--- src/rtl/core/ddm_pkg.sv ---
// ----------------------------------------------------------------------------
// ddm_pkg
// Shared types and constants for the differential drive mixer.
// ----------------------------------------------------------------------------
package ddm_pkg;

  localparam int unsigned STICK_W   = 8;
  localparam int unsigned DUTY_W    = 8;
  localparam int unsigned MS_W      = 16;
  localparam int unsigned DBAND_W   = 7;
  localparam int unsigned CFG_IDX_W = 1;
  localparam int unsigned CFG_W     = 16;

  localparam logic [STICK_W-1:0] STICK_CENTER = 8'd127;
  localparam logic [DUTY_W-1:0]  DUTY_MAX     = 8'd255;

  localparam logic [CFG_IDX_W-1:0] REG_DEADBAND  = 1'b0;
  localparam logic [CFG_IDX_W-1:0] REG_CUTOFF_MS = 1'b1;

  localparam logic [DBAND_W-1:0] DEADBAND_RST  = 7'd10;
  localparam logic [MS_W-1:0]    CUTOFF_MS_RST = 16'd1000;

  typedef logic [STICK_W-1:0] stick_t;
  typedef logic [DUTY_W-1:0]  duty_t;

  typedef struct packed {
    logic [DBAND_W-1:0] deadband;
    logic [MS_W-1:0]    cutoff_ms;
  } ddm_cfg_t;

  typedef struct packed {
    duty_t left_fwd;
    duty_t left_rev;
    duty_t right_fwd;
    duty_t right_rev;
    logic  link_lost;
  } ddm_result_t;

endpackage

--- src/rtl/core/ddm_mag.sv ---
// ----------------------------------------------------------------------------
// ddm_mag
// Stick byte to magnitude: min(|x-127|*255/127, 255).
// ----------------------------------------------------------------------------
module ddm_mag (
  input  ddm_pkg::stick_t stick,
  output ddm_pkg::duty_t  mag
);
  import ddm_pkg::*;

  logic [STICK_W-1:0] delta;

  // d*255/127 = 2d + d/127; for d <= 128 that is 2d below 127, and the
  // clamp covers 127 and 128.
  always_comb begin
    if (stick >= STICK_CENTER) begin
      delta = stick - STICK_CENTER;
    end else begin
      delta = STICK_CENTER - stick;
    end
    if (delta >= STICK_CENTER) begin
      mag = DUTY_MAX;
    end else begin
      mag = {delta[DUTY_W-2:0], 1'b0};
    end
  end

endmodule

--- src/rtl/core/ddm_mix.sv ---
// ----------------------------------------------------------------------------
// ddm_mix
// Combinational arcade mix: timeout, pivot, cut and boost of each side.
// ----------------------------------------------------------------------------
module ddm_mix (
  input  ddm_pkg::stick_t            throttle,
  input  ddm_pkg::stick_t            steer,
  input  logic [ddm_pkg::MS_W-1:0]   elapsed_ms,
  input  ddm_pkg::ddm_cfg_t          cfg,
  output ddm_pkg::ddm_result_t       res
);
  import ddm_pkg::*;

  duty_t            mag_thr;
  duty_t            mag_str;
  duty_t            cut_v;
  logic [DUTY_W:0]  boost_sum;
  duty_t            boost_v;
  duty_t            l_v;
  duty_t            r_v;
  logic [STICK_W:0] thr_hi;
  logic [STICK_W:0] ctr_hi;
  logic             pivot;
  logic             fwd;

  ddm_mag u_mag_thr (.stick(throttle), .mag(mag_thr));
  ddm_mag u_mag_str (.stick(steer),    .mag(mag_str));

  always_comb begin
    cut_v     = (mag_thr < mag_str) ? '0 : (mag_thr - mag_str);
    boost_sum = {1'b0, mag_thr} + {1'b0, mag_str};
    boost_v   = boost_sum[DUTY_W] ? DUTY_MAX : boost_sum[DUTY_W-1:0];

    thr_hi = {1'b0, throttle} + {{(STICK_W+1-DBAND_W){1'b0}}, cfg.deadband};
    ctr_hi = {1'b0, STICK_CENTER} + {{(STICK_W+1-DBAND_W){1'b0}}, cfg.deadband};
    pivot  = (thr_hi >= {1'b0, STICK_CENTER}) && ({1'b0, throttle} <= ctr_hi);
    fwd    = throttle > STICK_CENTER;

    l_v = mag_thr;
    r_v = mag_thr;
    if (steer > STICK_CENTER) begin
      l_v = cut_v;
      if (fwd) begin
        r_v = boost_v;
      end
    end else if (steer < STICK_CENTER) begin
      r_v = cut_v;
      if (fwd) begin
        l_v = boost_v;
      end
    end

    res = '0;
    if (elapsed_ms > cfg.cutoff_ms) begin
      res.link_lost = 1'b1;
    end else if (pivot) begin
      if (steer < STICK_CENTER) begin
        res.left_fwd = mag_str;
      end else begin
        res.right_fwd = mag_str;
      end
    end else if (fwd) begin
      res.left_fwd  = l_v;
      res.right_fwd = r_v;
    end else begin
      res.left_rev  = l_v;
      res.right_rev = r_v;
    end
  end

endmodule

--- src/rtl/core/differential_drive_mixer.sv ---
// ----------------------------------------------------------------------------
// differential_drive_mixer
// Arcade-style stick mixing into forward/reverse PWM duties for a
// skid-steer base, with a radio link timeout.
// ----------------------------------------------------------------------------
// Usage:
//   Input channel: drive in_throttle, in_steer and in_elapsed_ms with start
//   high; the transfer happens at the rising edge where busy is low. busy is
//   always low, so one sample can be transferred in every cycle.
//   Result channel: out_valid marks one cycle in which the four duties and
//   out_link_lost hold the result; the receiver takes it at the edge that
//   ends that cycle and cannot stall the block.
//   Path: the input register takes the sample at the transfer edge, and
//   the mix logic feeds the result register, which drives the ports.
//   Throughput: one sample per cycle; set by the single register-to-register
//   mix path.
//   Config: cfg_we writes deadband (index 0, bits 6:0) or cutoff_ms
//   (index 1, bits 15:0) at the clock edge. Write only while idle.
//   Reset: synchronous, active low rst_n; clears the valid pipeline and
//   loads deadband = 10 and cutoff_ms = 1000. No result is lost or made up
//   by reset beyond dropping items in flight.
// ----------------------------------------------------------------------------
module differential_drive_mixer (
  input  logic                           clk,
  input  logic                           rst_n,
  // input channel
  input  logic                           start,
  output logic                           busy,
  input  ddm_pkg::stick_t                in_throttle,
  input  ddm_pkg::stick_t                in_steer,
  input  logic [ddm_pkg::MS_W-1:0]       in_elapsed_ms,
  // result channel
  output logic                           out_valid,
  output ddm_pkg::duty_t                 out_left_fwd_duty,
  output ddm_pkg::duty_t                 out_left_rev_duty,
  output ddm_pkg::duty_t                 out_right_fwd_duty,
  output ddm_pkg::duty_t                 out_right_rev_duty,
  output logic                           out_link_lost,
  // configuration port
  input  logic                           cfg_we,
  input  logic [ddm_pkg::CFG_IDX_W-1:0]  cfg_index,
  input  logic [ddm_pkg::CFG_W-1:0]      cfg_wdata
);
  import ddm_pkg::*;

  ddm_cfg_t    cfg_r;
  // input register stage
  logic        in_vld_r;
  stick_t      thr_r;
  stick_t      str_r;
  logic [MS_W-1:0] el_r;
  // result register stage
  logic        out_vld_r;
  ddm_result_t res_r;
  ddm_result_t res_nxt;

  // Fully pipelined: never refuses a transfer.
  assign busy = 1'b0;

  // Config registers
  always_ff @(posedge clk) begin
    if (!rst_n) begin
      cfg_r.deadband  <= DEADBAND_RST;
      cfg_r.cutoff_ms <= CUTOFF_MS_RST;
    end else if (cfg_we) begin
      unique case (cfg_index)
        REG_DEADBAND:  cfg_r.deadband  <= cfg_wdata[DBAND_W-1:0];
        REG_CUTOFF_MS: cfg_r.cutoff_ms <= cfg_wdata[MS_W-1:0];
        default:       cfg_r           <= cfg_r;
      endcase
    end
  end

  // Valid pipeline (control, reset)
  always_ff @(posedge clk) begin
    if (!rst_n) begin
      in_vld_r  <= 1'b0;
      out_vld_r <= 1'b0;
    end else begin
      in_vld_r  <= start;
      out_vld_r <= in_vld_r;
    end
  end

  // Payload registers (no reset)
  always_ff @(posedge clk) begin
    if (start) begin
      thr_r <= in_throttle;
      str_r <= in_steer;
      el_r  <= in_elapsed_ms;
    end
    if (in_vld_r) begin
      res_r <= res_nxt;
    end
  end

  ddm_mix u_mix (
    .throttle   (thr_r),
    .steer      (str_r),
    .elapsed_ms (el_r),
    .cfg        (cfg_r),
    .res        (res_nxt)
  );

  assign out_valid          = out_vld_r;
  assign out_left_fwd_duty  = res_r.left_fwd;
  assign out_left_rev_duty  = res_r.left_rev;
  assign out_right_fwd_duty = res_r.right_fwd;
  assign out_right_rev_duty = res_r.right_rev;
  assign out_link_lost      = res_r.link_lost;

endmodule
--- config.mk ---
export PLATFORM = sky130hd
export DESIGN_NAME = differential_drive_mixer
export DESIGN_NICKNAME = d
export VERILOG_FILES = /design/src/rtl/core/ddm_pkg.sv /design/src/rtl/core/ddm_mag.sv /design/src/rtl/core/ddm_mix.sv /design/src/rtl/core/differential_drive_mixer.sv
export SDC_FILE = /design/constraint.sdc
export NUM_CORES = 1
export LEC_CHECK = 0
export BUFFER_PORTS_ARGS = -buffer_cell sky130_fd_sc_hd__buf_2
export CORE_MARGIN = 10
export CORE_UTILIZATION = 45
export DETAILED_ROUTE_END_ITERATION = 8
export PLACE_DENSITY = 0.66
export REMOVE_ABC_BUFFERS = 1
export SYNTH_ARGS = -nofsm -noshare
export SYNTH_HDL_FRONTEND = slang
export SYNTH_SLANG_ARGS = --single-unit
--- constraint.sdc ---
create_clock -name clk -period 6.1 [get_ports clk]
set_input_delay 1.22 -clock clk [delete_from_list [all_inputs] [get_ports clk]]
set_output_delay 1.22 -clock clk [all_outputs]
set_load 0.01 [all_outputs]
==> flow_metrics.env <==
export IMPL_place_worst_setup_slack_ns=1.02
export IMPL_wl_met3_um=966
export IMPL_clock_sinks=90
export IMPL_wl_met2_um=7210
export IMPL_die_h_um=134
export IMPL_cts_resized=0
export IMPL_worst_setup_path_end_kind="flip-flop"
export IMPL_synth_area_leader_cell="edfxtp_1"
export IMPL_dr_pass1_iters=5
export IMPL_worst_pin_slew_ns=1.06
export IMPL_status="complete, no violations"
export IMPL_fin_util_pct=52.5
export IMPL_clk_pin_slew_ns=0.06
export IMPL_synth_ff_type="edfxtp_1"
export IMPL_mostFrequentLayoutCells="86 x buf_2, 81 x nand2_1, 65 x edfxtp_1"
export IMPL_critPathMaxFanout=10
export IMPL_nNetsFinal=799
export IMPL_power_total_uw=1860
export IMPL_finalCriticalPeriod_ns=5.17
export IMPL_r2r_end="out_right_fwd_duty[4]"
export IMPL_final_common_cell="buf_2"
export IMPL_fmax_mhz=193
export IMPL_antennaDiodeCount=0
export IMPL_wl_per_cell_um=17.6
export IMPL_endpoint="out_right_fwd_duty[4]"
export IMPL_synth_area_mm2=0.00589
export IMPL_numCtsBuffers=9
export IMPL_relSlewSlack_pct=29.3
export IMPL_htreeDepth=3
export IMPL_top_layer="met4"
export IMPL_worstRegToRegCells=15
export IMPL_synth_avg_cell_area_um2=9.52
export IMPL_grt_total_usage_pct=17.0
export IMPL_slowest_delay_ns=0.55
export IMPL_maxCapViolCount=0
export IMPL_ios=88
export IMPL_die_area_mm2=0.0181
export IMPL_grt_pass1_wl_um=24700
export IMPL_fillCellCount=1183
export IMPL_core_area_mm2=0.0127
export IMPL_io_buffers=86
export IMPL_drcViolationCount=0
export IMPL_drtIter0Drc=251
export IMPL_hold_viol=0
export IMPL_grt_pass1_vias=4919
export IMPL_gp_congestion=0.877
export IMPL_hpwl_um=12100
export IMPL_yosysSeqAreaShare_pct=41.6
export IMPL_crit_path_start_kind="flip-flop"
export IMPL_clkLatencyLatePin_ns=0.34
export IMPL_synth_edff_count=65
export IMPL_startpoint="thr_r[1]"
export IMPL_cts_hold_buf=0
export IMPL_wl_met1_um=6610
export IMPL_die_x_um=134
export IMPL_crit_required_ns=6.28
export IMPL_holdPathStages=2
export IMPL_grt_ovfl_total=0
export IMPL_wl_um=15300
export IMPL_rows=41
export IMPL_vias=4888
export IMPL_fin_skew_ns=0.00557
export IMPL_yosysWarnings=0
export IMPL_arrival_ns=5.34
export IMPL_setup_viol_count_final=0
export IMPL_via_per_inst=5.62
export IMPL_power_leakage_uw=0.00274
export IMPL_cts_tree="yes"
export IMPL_dp_cells=854
export IMPL_start_util_pct=46.3
export IMPL_grt_max_degree=34
export IMPL_synth_cell_types=77
export IMPL_ant_nets=0
export IMPL_slew_viol_final=0
export IMPL_cts_buffer_depth=2
export IMPL_yosys_register_bits=90
export IMPL_slowest_stage="edfxtp_1"
export IMPL_syn_inst=619
export IMPL_final_cells=870
export IMPL_fin_ws_ns=0.931
export IMPL_min_path_type="reg -> reg"
export IMPL_clock_root_buffer="clkbuf_16"
export IMPL_rsz0062_at_grt="false"
export IMPL_r2r_slack_ns=0.93
export IMPL_crit_type="reg -> reg"
export IMPL_drive_above_1_share_pct=18.8
export IMPL_period_share_pct=84.7
export IMPL_synth_top_area_share_pct=33.1
export IMPL_fin_tns_setup_ns=0
export IMPL_antenna_found_initial=0
export IMPL_syn_to_final_growth_pct=13.4
export IMPL_p_per_area_mw_per_mm2=278
export IMPL_path_cells="ha_1 > or2b_2 > xnor2_1 > or4_4 > o21a_1 > ha_1 > fa_1 > or2_2 > a21oi_1 > o2bb2ai_1 > o22ai_1 > or2b_2 > a22oi_1 > o31ai_1 > o22ai_1"
export IMPL_ir_worst_vdd_mv=0.203
export IMPL_synthTopCellsByArea="edfxtp_1 33%, ha_1 11%, dfxtp_1 8.5%"
export IMPL_post_cts_buffers=0
export IMPL_rr_startpoint="thr_r[1]"
export IMPL_async_flop_share_pct=0
-- power breakdown --
group,internal [µW],switching (µW)
registers,703,31.2
logic,225,349
clock network,320,228
total,1250,609
-- per-layer routing --
| metal | GRT usage [%] | up-vias |
|---|---|---|
| met5 | 0 | - |
| met4 | 8.77 | 0 |
| met3 | 4.37 | 34 |
| met2 | 27.9 | 174 |
| met1 | 20.0 | 2280 |
| li1 | - | 2400 |
-- synthesized netlist by cell type, types with 6 or more instances --
library cell  instances
a21boi_0             16
a21o_1                6
a21oi_1              31
a31oi_1               7
clkbuf_1             14
dfxtp_1              25
edfxtp_1             65
ha_1                 50
inv_1                41
nand2_1              81
nand3_1              15
nor2_1               46
nor2b_1               8
nor3_1               16
o211ai_1             10
o21ai_0              26
o22ai_1              16
or2_2                 6
xnor2_1              12
xor2_1               14
-- how the worst min path moves through the flow --
stage / start / slack, ns / end
2_1_floorplan: cfg_r[10] / 0.44 / cfg_r[10]
3_3_place_gp: cfg_r[13] / 0.45 / cfg_r[13]
3_5_place_dp: cfg_r[4] / 0.46 / cfg_r[4]
4_1_cts: cfg_r[10] / 0.47 / cfg_r[10]
5_1_grt: cfg_r[14] / 0.49 / cfg_r[14]
6_report: cfg_r[14] / 0.47 / cfg_r[14]
-- worst max-delay path, delay by kind of cell, from the launching register on --
| family | cells | cell delay, ns |
|---|---|---|
| compound gates | 7 | 1.62 |
| simple gates | 4 | 1.59 |
| fa+ha+maj | 3 | 1.09 |
| flops | 1 | 0.55 |
| xor+xnor | 1 | 0.14 |
-- cell families after synthesis --
| group | synth area share [%] |
|---|---|
| other cells | 0.0637 |
| flops | 41.6 |
| buf+inv | 5.84 |
| compound gates | 19.3 |
| simple gates | 17.6 |
| xor+xnor | 3.87 |
| fa+ha+maj | 11.6 |
-- stage by stage --
step | hold slack, ns | area [µm²]
finish | 0.466 | 6680
detailed placement | 0.463 | 6380
global placement | 0.455 | 6380
floorplan | 0.443 | 5700
global route | 0.487 | 6680
CTS | 0.472 | 6680
-- flip-flops by register name (all words and copies together) (netlist names) --
register            flops
cfg_r                  23
out_link_lost           1
out_left_fwd_duty       8
out_right_rev_duty      8
el_r                   16
in_vld_r                1
out_left_rev_duty       8
str_r                   8
out_right_fwd_duty      8
thr_r                   8
out_valid               1
-- final cells by class --
class | instances | area, µm² | share of cell area [%]
Inverter | 41 | 154 | 2.30
Clock inverter | 5 | 62.6 | 0.937
Sequential cell | 90 | 2450 | 36.7
Timing Repair Buffer | 91 | 468 | 7.01
Tap cell | 172 | 215 | 3.22
Multi-Input combinational cell | 460 | 3090 | 46.3
Clock buffer | 11 | 233 | 3.48
Power figures use the tool's default switching activity.
